[src/rtl/core/tsee_pkg.sv]
// ----------------------------------------------------------------------------
// tsee_pkg: shared constants and helpers for the terrain skirt edge emitter
// Register indexes, default widths, and the skirt strip vertex order.
// ----------------------------------------------------------------------------
`default_nettype none

package tsee_pkg;

  // default field widths
  localparam int unsigned COORD_WIDTH  = 32;
  localparam int unsigned NORMAL_WIDTH = 16;
  localparam int unsigned COLOR_W      = 32;

  // configuration port
  localparam int unsigned CFG_IDX_W  = 3;
  localparam int unsigned CFG_DATA_W = 32;
  localparam int unsigned UCFG_W     = 31;  // size, eps, depth registers

  typedef enum logic [CFG_IDX_W-1:0] {
    CFG_MIN_X  = 3'd0,
    CFG_MIN_Z  = 3'd1,
    CFG_SIZE   = 3'd2,
    CFG_EPS    = 3'd3,
    CFG_DEPTH  = 3'd4,
    CFG_COLORS = 3'd5
  } cfg_reg_e;

  localparam logic [COLOR_W-1:0] WHITE_RGBA = {COLOR_W{1'b1}};

  // triangle queue between front and back
  localparam int unsigned QUEUE_DEPTH = 2;

  // vertex position within a triangle
  localparam int unsigned    PHASE_W     = 2;
  localparam logic [PHASE_W-1:0] PHASE_THIRD = 2'd2;

  // skirt strip: 12 vertices per edge, front quad then reversed copy
  localparam int unsigned        STEP_W    = 4;
  localparam logic [STEP_W-1:0]  LAST_STEP = 4'd11;
  localparam int unsigned        EDGE_CNT  = 3;

  // fold the back-face half onto the front-face half
  function automatic logic [STEP_W-1:0] strip_slot(input logic [STEP_W-1:0] step);
    return (step < 4'd6) ? step : STEP_W'(LAST_STEP - step);
  endfunction

  // 1: endpoint b, 0: endpoint a
  function automatic logic skirt_end(input logic [STEP_W-1:0] step);
    logic [STEP_W-1:0] s;
    s = strip_slot(step);
    return s inside {4'd2, 4'd3, 4'd5};
  endfunction

  // 1: dropped vertex
  function automatic logic skirt_down(input logic [STEP_W-1:0] step);
    logic [STEP_W-1:0] s;
    s = strip_slot(step);
    return s inside {4'd1, 4'd4, 4'd5};
  endfunction

endpackage

`default_nettype wire

[src/rtl/core/terrain_skirt_edge_emitter_unit.sv]
// ----------------------------------------------------------------------------
// terrain_skirt_edge_emitter_unit: terrain chunk skirt generator
// Builds downward skirt strips along triangle edges that lie on a chunk side.
// ----------------------------------------------------------------------------
// Usage:
//  - s_axis carries a triangle-list vertex stream, three requests per triangle.
//    One vertex request is taken per cycle while the triangle queue has room.
//  - On the third vertex each edge (0-1, 1-2, 2-0) is checked against the four
//    chunk side planes; a qualifying edge produces 12 m_axis requests (front
//    quad, then the same six reversed). tlast marks the last of a triangle.
//  - The third vertex is written into the triangle queue, then popped into
//    the sequencer, which registers the first skirt vertex in its output
//    stage. The back end emits one vertex per cycle unless the output stalls.
//  - Throughput is set by the output sequencer; a two-entry triangle queue
//    absorbs bursts, and intake stalls only on a third vertex when it is full.
//  - A stalled receiver freezes the output register; the queue and intake keep
//    running until the queue fills.
//  - Reset clears the vertex phase, queue and config registers (all skirts disabled
//    because skirt_depth resets to zero). Write config only while idle.
// ----------------------------------------------------------------------------
`default_nettype none

module terrain_skirt_edge_emitter_unit import tsee_pkg::*; #(
  parameter int unsigned CW = COORD_WIDTH,
  parameter int unsigned NW = NORMAL_WIDTH,
  localparam int unsigned VTX_W = 3*CW + 3*NW + COLOR_W,
  localparam int unsigned TW    = ((VTX_W + 7) / 8) * 8
) (
  input  wire logic                  clk_i,
  input  wire logic                  rst_ni,
  // configuration write port
  input  wire logic                  cfg_we_i,
  input  wire logic [CFG_IDX_W-1:0]  cfg_index_i,
  input  wire logic [CFG_DATA_W-1:0] cfg_data_i,
  // vertex input
  input  wire logic                  s_axis_tvalid,
  output logic                       s_axis_tready,
  // pos_x, pos_y, pos_z, norm_x, norm_y, norm_z, vertex_color
  input  wire logic [TW-1:0]         s_axis_tdata,
  // skirt vertex output
  output logic                       m_axis_tvalid,
  input  wire logic                  m_axis_tready,
  // out_x, out_y, out_z, out_nx, out_ny, out_nz, out_color
  output logic [TW-1:0]              m_axis_tdata,
  output logic                       m_axis_tlast   // last_of_run
);

  localparam int unsigned REC_W = 3*VTX_W + EDGE_CNT;
  localparam int unsigned CNTW  = $clog2(QUEUE_DEPTH+1);

  // configuration registers
  logic [CFG_DATA_W-1:0] chunk_min_x_q, chunk_min_z_q;
  logic [UCFG_W-1:0]     chunk_size_q, border_eps_q, skirt_depth_q;
  logic                  colors_present_q;

  always_ff @(posedge clk_i or negedge rst_ni) begin
    if (!rst_ni) begin
      chunk_min_x_q    <= '0;
      chunk_min_z_q    <= '0;
      chunk_size_q     <= '0;
      border_eps_q     <= '0;
      skirt_depth_q    <= '0;
      colors_present_q <= 1'b0;
    end else if (cfg_we_i) begin
      case (cfg_reg_e'(cfg_index_i))
        CFG_MIN_X:  chunk_min_x_q    <= cfg_data_i;
        CFG_MIN_Z:  chunk_min_z_q    <= cfg_data_i;
        CFG_SIZE:   chunk_size_q     <= cfg_data_i[UCFG_W-1:0];
        CFG_EPS:    border_eps_q     <= cfg_data_i[UCFG_W-1:0];
        CFG_DEPTH:  skirt_depth_q    <= cfg_data_i[UCFG_W-1:0];
        CFG_COLORS: colors_present_q <= cfg_data_i[0];
        default: ;
      endcase
    end
  end

  // front -> queue -> back
  logic             q_push, q_pop, q_full, q_empty;
  logic [REC_W-1:0] q_wdata, q_rdata;
  logic [CNTW-1:0]  q_count;

  tsee_front #(
    .CW(CW), .NW(NW), .TW(TW), .REC_W(REC_W)
  ) u_front (
    .clk_i         (clk_i),
    .rst_ni        (rst_ni),
    .s_tvalid_i    (s_axis_tvalid),
    .s_tready_o    (s_axis_tready),
    .s_tdata_i     (s_axis_tdata),
    .chunk_min_x_i (chunk_min_x_q),
    .chunk_min_z_i (chunk_min_z_q),
    .chunk_size_i  (chunk_size_q),
    .border_eps_i  (border_eps_q),
    .skirt_depth_i (skirt_depth_q),
    .q_full_i      (q_full),
    .q_push_o      (q_push),
    .q_data_o      (q_wdata)
  );

  tsee_queue #(
    .WIDTH(REC_W), .DEPTH(QUEUE_DEPTH)
  ) u_queue (
    .clk_i   (clk_i),
    .rst_ni  (rst_ni),
    .push_i  (q_push),
    .data_i  (q_wdata),
    .pop_i   (q_pop),
    .data_o  (q_rdata),
    .full_o  (q_full),
    .empty_o (q_empty),
    .count_o (q_count)
  );

  tsee_back #(
    .CW(CW), .NW(NW), .TW(TW), .REC_W(REC_W)
  ) u_back (
    .clk_i            (clk_i),
    .rst_ni           (rst_ni),
    .q_valid_i        (!q_empty),
    .q_data_i         (q_rdata),
    .q_pop_o          (q_pop),
    .skirt_depth_i    (skirt_depth_q),
    .colors_present_i (colors_present_q),
    .m_tvalid_o       (m_axis_tvalid),
    .m_tready_i       (m_axis_tready),
    .m_tdata_o        (m_axis_tdata),
    .m_tlast_o        (m_axis_tlast)
  );

  // disabled skirts never queue a triangle
  assert property (@(posedge clk_i) disable iff (!rst_ni)
    (skirt_depth_q == '0) |-> !q_push)
    else $error("triangle queued with zero skirt depth");

  // back end only takes a triangle that is there
  assert property (@(posedge clk_i) disable iff (!rst_ni)
    q_pop |-> (q_count != '0))
    else $error("pop from empty triangle queue");

  // intake must stall rather than overrun the queue
  assert property (@(posedge clk_i) disable iff (!rst_ni)
    q_push |-> (q_count != CNTW'(QUEUE_DEPTH)))
    else $error("push into full triangle queue");

endmodule

`default_nettype wire

[src/rtl/core/tsee_front.sv]
// ----------------------------------------------------------------------------
// tsee_front: vertex intake and border classification
// Holds a triangle's first two vertices and plane flags; on the third vertex
// it builds the qualifying edge mask and queues the triangle if it has skirts.
// ----------------------------------------------------------------------------
`default_nettype none

module tsee_front import tsee_pkg::*; #(
  parameter int unsigned CW    = COORD_WIDTH,
  parameter int unsigned NW    = NORMAL_WIDTH,
  parameter int unsigned TW    = 176,
  parameter int unsigned REC_W = 531
) (
  input  wire logic                   clk_i,
  input  wire logic                   rst_ni,
  input  wire logic                   s_tvalid_i,
  output logic                        s_tready_o,
  input  wire logic [TW-1:0]          s_tdata_i,
  input  wire logic [CFG_DATA_W-1:0]  chunk_min_x_i,
  input  wire logic [CFG_DATA_W-1:0]  chunk_min_z_i,
  input  wire logic [UCFG_W-1:0]      chunk_size_i,
  input  wire logic [UCFG_W-1:0]      border_eps_i,
  input  wire logic [UCFG_W-1:0]      skirt_depth_i,
  input  wire logic                   q_full_i,
  output logic                        q_push_o,
  output logic [REC_W-1:0]            q_data_o
);

  // last field (px) lands in the lowest bits
  typedef struct packed {
    logic [COLOR_W-1:0] rgba;
    logic [NW-1:0]      nz;
    logic [NW-1:0]      ny;
    logic [NW-1:0]      nx;
    logic [CW-1:0]      pz;
    logic [CW-1:0]      py;
    logic [CW-1:0]      px;
  } vtx_t;

  typedef struct packed {
    vtx_t [2:0]            v;
    logic [EDGE_CNT-1:0]   mask;
  } tri_t;

  localparam int unsigned VTX_W = $bits(vtx_t);
  localparam int unsigned DW    = ((CW > 32) ? CW : 32) + 3;

  vtx_t in_vtx;
  tri_t rec;

  logic [PHASE_W-1:0] phase_q, phase_d;
  vtx_t               held_v_q [2];
  logic [3:0]         held_f_q [2];

  logic signed [DW-1:0] dx, ex, dz, ez, eps_s, neg_eps;
  logic [3:0]           in_f;
  logic                 accept, third;
  logic [EDGE_CNT-1:0]  mask;

  assign in_vtx = vtx_t'(s_tdata_i[VTX_W-1:0]);

  // exact signed distances to the four side planes
  assign dx      = DW'($signed(in_vtx.px)) - DW'($signed(chunk_min_x_i));
  assign dz      = DW'($signed(in_vtx.pz)) - DW'($signed(chunk_min_z_i));
  assign ex      = dx - $signed(DW'(chunk_size_i));
  assign ez      = dz - $signed(DW'(chunk_size_i));
  assign eps_s   = $signed(DW'(border_eps_i));
  assign neg_eps = -eps_s;

  // flags: {z max, z min, x max, x min}
  assign in_f = {(ez < eps_s) && (ez > neg_eps), (dz < eps_s) && (dz > neg_eps),
                 (ex < eps_s) && (ex > neg_eps), (dx < eps_s) && (dx > neg_eps)};

  // edges 0-1, 1-2, 2-0
  assign mask = {|(in_f & held_f_q[0]), |(held_f_q[1] & in_f),
                 |(held_f_q[0] & held_f_q[1])};

  assign s_tready_o = (phase_q != PHASE_THIRD) || !q_full_i;
  assign accept     = s_tvalid_i && s_tready_o;
  assign third      = (phase_q == PHASE_THIRD);

  assign q_push_o = accept && third && (skirt_depth_i != '0) && (mask != '0);

  always_comb begin
    rec.v[2] = in_vtx;
    rec.v[1] = held_v_q[1];
    rec.v[0] = held_v_q[0];
    rec.mask = mask;
  end
  assign q_data_o = REC_W'(rec);

  always_comb begin
    phase_d = phase_q;
    if (accept) begin
      phase_d = third ? '0 : PHASE_W'(phase_q + 1'b1);
    end
  end

  always_ff @(posedge clk_i or negedge rst_ni) begin
    if (!rst_ni) begin
      phase_q <= '0;
    end else begin
      phase_q <= phase_d;
    end
  end

  always_ff @(posedge clk_i) begin
    if (accept && !third) begin
      held_v_q[phase_q[0]] <= in_vtx;
      held_f_q[phase_q[0]] <= in_f;
    end
  end

endmodule

`default_nettype wire

[src/rtl/core/tsee_queue.sv]
// ----------------------------------------------------------------------------
// tsee_queue: small flop queue of classified triangles
// Decouples intake from skirt emission; first-word-through head output.
// ----------------------------------------------------------------------------
`default_nettype none

module tsee_queue import tsee_pkg::*; #(
  parameter int unsigned WIDTH = 531,
  parameter int unsigned DEPTH = QUEUE_DEPTH
) (
  input  wire logic                         clk_i,
  input  wire logic                         rst_ni,
  input  wire logic                         push_i,
  input  wire logic [WIDTH-1:0]             data_i,
  input  wire logic                         pop_i,
  output logic [WIDTH-1:0]                  data_o,
  output logic                              full_o,
  output logic                              empty_o,
  output logic [$clog2(DEPTH+1)-1:0]        count_o
);

  localparam int unsigned PW = (DEPTH > 1) ? $clog2(DEPTH) : 1;
  localparam int unsigned CNTW = $clog2(DEPTH+1);

  logic [WIDTH-1:0] mem_q [DEPTH];
  logic [PW-1:0]    wr_ptr_q, rd_ptr_q;
  logic [CNTW-1:0]  count_q;
  logic             do_push, do_pop;

  assign full_o  = (count_q == CNTW'(DEPTH));
  assign empty_o = (count_q == '0);
  assign count_o = count_q;
  assign data_o  = mem_q[rd_ptr_q];

  assign do_push = push_i && !full_o;
  assign do_pop  = pop_i && !empty_o;

  always_ff @(posedge clk_i or negedge rst_ni) begin
    if (!rst_ni) begin
      wr_ptr_q <= '0;
      rd_ptr_q <= '0;
      count_q  <= '0;
    end else begin
      if (do_push) begin
        wr_ptr_q <= (wr_ptr_q == PW'(DEPTH-1)) ? '0 : PW'(wr_ptr_q + 1'b1);
      end
      if (do_pop) begin
        rd_ptr_q <= (rd_ptr_q == PW'(DEPTH-1)) ? '0 : PW'(rd_ptr_q + 1'b1);
      end
      if (do_push && !do_pop) begin
        count_q <= CNTW'(count_q + 1'b1);
      end else if (do_pop && !do_push) begin
        count_q <= CNTW'(count_q - 1'b1);
      end
    end
  end

  always_ff @(posedge clk_i) begin
    if (do_push) begin
      mem_q[wr_ptr_q] <= data_i;
    end
  end

endmodule

`default_nettype wire

[src/rtl/core/tsee_back.sv]
// ----------------------------------------------------------------------------
// tsee_back: skirt strip sequencer
// Walks the qualifying edges of the head triangle, 12 vertices per edge,
// one per cycle into a registered output stage unless the output stalls.
// ----------------------------------------------------------------------------
`default_nettype none

module tsee_back import tsee_pkg::*; #(
  parameter int unsigned CW    = COORD_WIDTH,
  parameter int unsigned NW    = NORMAL_WIDTH,
  parameter int unsigned TW    = 176,
  parameter int unsigned REC_W = 531
) (
  input  wire logic               clk_i,
  input  wire logic               rst_ni,
  input  wire logic               q_valid_i,
  input  wire logic [REC_W-1:0]   q_data_i,
  output logic                    q_pop_o,
  input  wire logic [UCFG_W-1:0]  skirt_depth_i,
  input  wire logic               colors_present_i,
  output logic                    m_tvalid_o,
  input  wire logic               m_tready_i,
  output logic [TW-1:0]           m_tdata_o,
  output logic                    m_tlast_o
);

  typedef struct packed {
    logic [COLOR_W-1:0] rgba;
    logic [NW-1:0]      nz;
    logic [NW-1:0]      ny;
    logic [NW-1:0]      nx;
    logic [CW-1:0]      pz;
    logic [CW-1:0]      py;
    logic [CW-1:0]      px;
  } vtx_t;

  typedef struct packed {
    vtx_t [2:0]            v;
    logic [EDGE_CNT-1:0]   mask;
  } tri_t;

  tri_t                rec;
  vtx_t [2:0]          v_q;
  logic [EDGE_CNT-1:0] mask_q, mask_d, cur_bit, rest;
  logic [STEP_W-1:0]   step_q, step_d;
  logic [1:0]          ia, ib;
  vtx_t                sel, o_vtx, out_q;
  logic                out_valid_q, out_last_q;
  logic                adv, produce, edge_done, last_vtx;

  assign rec = tri_t'(q_data_i);

  // lowest pending edge
  always_comb begin
    if (mask_q[0]) begin
      ia = 2'd0; ib = 2'd1; cur_bit = 3'b001;
    end else if (mask_q[1]) begin
      ia = 2'd1; ib = 2'd2; cur_bit = 3'b010;
    end else begin
      ia = 2'd2; ib = 2'd0; cur_bit = 3'b100;
    end
  end

  assign rest      = mask_q & ~cur_bit;
  assign adv       = !out_valid_q || m_tready_i;
  assign produce   = (mask_q != '0) && adv;
  assign edge_done = produce && (step_q == LAST_STEP);
  assign last_vtx  = (step_q == LAST_STEP) && (rest == '0);
  assign q_pop_o   = q_valid_i && ((mask_q == '0) || (edge_done && rest == '0));

  always_comb begin
    sel   = skirt_end(step_q) ? v_q[ib] : v_q[ia];
    o_vtx = sel;
    if (skirt_down(step_q)) begin
      o_vtx.py = sel.py - CW'(skirt_depth_i);
    end
    if (!colors_present_i) begin
      o_vtx.rgba = WHITE_RGBA;
    end
  end

  always_comb begin
    mask_d = mask_q;
    step_d = step_q;
    if (produce) begin
      step_d = (step_q == LAST_STEP) ? '0 : STEP_W'(step_q + 1'b1);
    end
    if (edge_done) begin
      mask_d = rest;
    end
    if (q_pop_o) begin
      mask_d = rec.mask;
      step_d = '0;
    end
  end

  always_ff @(posedge clk_i or negedge rst_ni) begin
    if (!rst_ni) begin
      mask_q      <= '0;
      step_q      <= '0;
      out_valid_q <= 1'b0;
    end else begin
      mask_q <= mask_d;
      step_q <= step_d;
      if (adv) begin
        out_valid_q <= produce;
      end
    end
  end

  always_ff @(posedge clk_i) begin
    if (q_pop_o) begin
      v_q <= rec.v;
    end
    if (produce) begin
      out_q      <= o_vtx;
      out_last_q <= last_vtx;
    end
  end

  assign m_tvalid_o = out_valid_q;
  assign m_tdata_o  = TW'(out_q);
  assign m_tlast_o  = out_last_q;

endmodule

`default_nettype wire

[config.mk]
export PLATFORM = sky130hd
export DESIGN_NAME = terrain_skirt_edge_emitter_unit
export DESIGN_NICKNAME = d
export VERILOG_FILES = /design/src/rtl/core/tsee_pkg.sv /design/src/rtl/core/terrain_skirt_edge_emitter_unit.sv /design/src/rtl/core/tsee_front.sv /design/src/rtl/core/tsee_queue.sv /design/src/rtl/core/tsee_back.sv
export SDC_FILE = /design/constraint.sdc
export NUM_CORES = 2
export LEC_CHECK = 0
export ABC_CLOCK_PERIOD_IN_PS = 35500
export BUFFER_PORTS_ARGS = -buffer_cell sky130_fd_sc_hd__buf_2
export CAP_MARGIN = 10
export CORE_MARGIN = 5
export CORE_UTILIZATION = 62
export CTS_CLUSTER_DIAMETER = 50
export CTS_CLUSTER_SIZE = 16
export DETAILED_ROUTE_END_ITERATION = 12
export PLACE_DENSITY = 0.86
export RECOVER_POWER = 50
export SYNTH_ARGS = -nofsm -noshare
export SYNTH_HDL_FRONTEND = slang
export SYNTH_SLANG_ARGS = --single-unit
[constraint.sdc]
create_clock -name clk_i -period 35.5 [get_ports clk_i]
set_input_delay 3.55 -clock clk_i [delete_from_list [all_inputs] [get_ports clk_i]]
set_output_delay 3.55 -clock clk_i [all_outputs]
set_load 0.03 [all_outputs]
==> flow_summary.json <==
{
  "vias_per_cell": 6.168,
  "max_freq_mhz": 47.56,
  "grt_antenna_before_repair": 57,
  "cts_sinks": 2299,
  "required_ps": 36060,
  "violations": "capacitance limit, slew limit",
  "drtPass1Iterations": 9,
  "placed_cell_area_um2": 104600,
  "r2r_end": "u_back.v_q[439]$_DFFE_PP_",
  "drtIter0Drc": 7546,
  "setup.worst_path.end_class": "flop",
  "finClkSkew_ps": 33.47,
  "hold_path_class": "reg -> reg",
  "h-tree-depth": 4,
  "wire_per_inst_um": 24.44,
  "regToRegSetupSlack_ps": 14470,
  "vias": 62600,
  "grt_pass1_vias": 62930,
  "tns_ps": 0,
  "hold_viol_final": 0,
  "ys_seq_area_share_pct": 67.94,
  "yosysUniqueCellTypes": 91,
  "syn-num-nets": 8135,
  "worst-path-stages": 4,
  "io_buffers": 394,
  "clockBufferDepth": 3,
  "setup_ws_ps": 14470,
  "ctsHoldBuffers": 0,
  "wl_mm": 248.0,
  "grt_max_degree": 202,
  "dp_slack_ps": 19960,
  "syn_avg_cell_area_um2": 13.39,
  "maxSlewViolCount": 1437,
  "grt_pass1_wl_mm": 370.7,
  "clock-root-buffer": "clkbuf_16",
  "core_area_um2": 160800,
  "p_leak_nw": 40.31,
  "cp_common_cell": "clkbuf_1",
  "r2r-start": "u_queue.rd_ptr_q$_DFFE_PN0P_",
  "synth_flop_cell": "edfxtp_1",
  "dp_hpwl_mm": 159.4,
  "fp.dieW_um": 412.3,
  "ant_nets": 0,
  "ios": 395,
  "power_density_nw_per_um2": 94.94,
  "slowest_delay_ps": 6830,
  "cts_buffers": 185,
  "critical_path_class": "reg -> reg",
  "setup_viol": 0,
  "status": "complete, but fails checks",
  "cts_resized": 0,
  "tightest_slew_ps": 10060,
  "path_cells": "clkbuf_1 -> clkbuf_1 -> clkbuf_1 -> mux2_2",
  "worstHoldEndpoint": "u_queue.mem_q[0][309]$_DFFE_PP_",
  "synthCells": 7492,
  "drc": 0,
  "area_growth_pct": 9.643,
  "synth_top_area_share_pct": 63.65,
  "fp-row-count": 147,
  "finalCritPeriodShare_pct": 59.23,
  "floorplan.initialDensity_pct": 62.43,
  "max-vdd-ir-drop_mv": 0.1043,
  "max_cap_violations": 20,
  "slew-limit-headroom_pct": -571.0,
  "critPathTopFamily": "buffers and inverters",
  "crit_fanout": 165,
  "rsz0062_at_grt": "false",
  "slowest_stage": "clkbuf_1",
  "final_layout_size_suffix_gt1_share_pct": 13.90,
  "hold_start": "u_front.held_v_q[1][130]$_DFFE_PP_",
  "period_needed_ps": 21030,
  "final_cell_mix": "edfxtp_1 (2127), nand2_1 (1687), o21ai_0 (558)",
  "grt.total_usage_pct": 28.84,
  "path_buf_inv": 3,
  "dieArea_um2": 170000,
  "final_common_cell": "edfxtp_1",
  "synth_edf_count": 2127,
  "synthArstFlopShare_pct": 7.482,
  "synth.cell_area_um2": 100400,
  "arrival_ps": 21590,
  "ys_seq_elements": 2299,
  "stdcell_area_um2": 110000,
  "grt_overflow": 0,
  "holdPathStages": 0,
  "cts_setup_buffers": 0,
  "place_congestion": 0.9727,
  "yosys_warnings": 0,
  "p_total_mw": 10.45,
  "clkLatencyLatePin_ps": 850,
  "cp-start-kind": "flop",
  "num-nets-final": 8485,
  "reg2regPathDepth": 4,
  "cts_tree": "built",
  "die_height_um": 412.3,
  "synth_area_leaders": "edfxtp_1 (64%), mux2_2 (6.3%), nand2_1 (6.3%)",
  "clk_pin_slew_ps": 70,
  "synth_top_area_cell": "edfxtp_1"
}
-- worst register-to-register path: stages, from the launching register on --
cell and delay [ps]:
dfrtp_1 2620, clkbuf_1 6860, clkbuf_1 7130, clkbuf_1 3520, mux2_2 630
-- registers in the layout, summed over array words and instances (netlist names), 3 cells and up --
name / flops
u_front.held_v_q: 352
u_front.held_f_q: 8
chunk_min_z_q: 32
u_back.v_q: 528
chunk_size_q: 31
chunk_min_x_q: 32
u_back.step_q: 4
u_back.m_tdata_o: 176
u_back.mask_q: 3
border_eps_q: 31
u_queue.mem_q: 1062
skirt_depth_q: 31
-- through the flow --
step / hold WS [ps] / util, % / cells
6_report: 429.2 / 68.45 / 10150
5_1_grt: 446.7 / 68.39 / 10110
4_1_cts: 427.3 / 68.59 / 10090
3_5_place_dp: 429.0 / 65.10 / 9815
3_3_place_gp: 421.8 / 65.10 / 9815
2_1_floorplan: 421.5 / - / 7492
-- power breakdown --
part	switching [mW]	internal [mW]
Sequential	0.248	3.70
Combinational	2.90	1.64
Clock	0.945	1.02
Total	4.10	6.35
-- cell families after synthesis --
kind of cell,count (synthesis),synth area share (%)
AOI/OAI and AO/OA,1167,7.062
xor gates and xnor gates,168,1.474
adders and majority gates,428,5.371
buffers and inverters,512,1.916
DFF,2299,67.94
muxes,578,6.468
and+or+nand+nor,2340,9.771
-- worst max-delay path by stage --
| stage | to | from |
|---|---|---|
| 2_1_floorplan | u_queue.mem_q[0][0]$_DFFE_PP_ | s_axis_tdata[4] |
| 3_3_place_gp | u_queue.mem_q[1][491]$_DFFE_PP_ | s_axis_tdata[0] |
| 3_5_place_dp | u_queue.mem_q[1][348]$_DFFE_PP_ | s_axis_tdata[0] |
| 4_1_cts | u_queue.mem_q[1][175]$_DFFE_PP_ | s_axis_tdata[6] |
| 5_1_grt | u_back.v_q[439]$_DFFE_PP_ | u_queue.rd_ptr_q$_DFFE_PN0P_ |
| 6_report | u_back.v_q[439]$_DFFE_PP_ | u_queue.rd_ptr_q$_DFFE_PN0P_ |
-- cell usage after synthesis (12+ instances only) --
master	count
a31oi_1	48
nand4_1	62
a21oi_1	185
mux2_2	564
o21bai_1	19
o21a_1	51
o2111ai_1	15
nand2b_1	33
clkbuf_1	272
buf_1	31
a2111oi_0	12
edfxtp_1	2127
ha_1	422
nand2_1	1687
or3_1	15
o21ai_0	559
dfrtp_1	172
nor4_1	20
nand3_1	222
a21o_1	96
a211oi_1	64
mux2i_1	14
nor2_1	136
and3_1	13
o211ai_1	20
nor2b_1	32
xor2_1	46
and2_1	50
xnor2_1	121
inv_1	208
nor3_1	37
-- area by class of cell --
| cell class | instances | area [um^2] |
|---|---|---|
| Inverter | 208 | 788.3 |
| Antenna cell | 55 | 137.6 |
| Clock buffer | 211 | 4833 |
| Clock inverter | 68 | 788.3 |
| Fill cell | 10460 | 50720 |
| Sequential cell | 2299 | 68180 |
| Multi-Input combinational cell | 4681 | 30300 |
| Tap cell | 2160 | 2703 |
| Timing Repair Buffer | 467 | 2302 |
-- routing by layer --
layer  vias to the layer above  global-route usage, %  routed length (um)
li1                      28140                      -                   -
met1                     30880                  37.71               93760
met2                      2965                  47.23              119900
met3                       597                  5.966               22990
met4                        16                  12.74               11320
met5                         -                      0                 101
No activity file was read; power rests on OpenSTA's default activity.
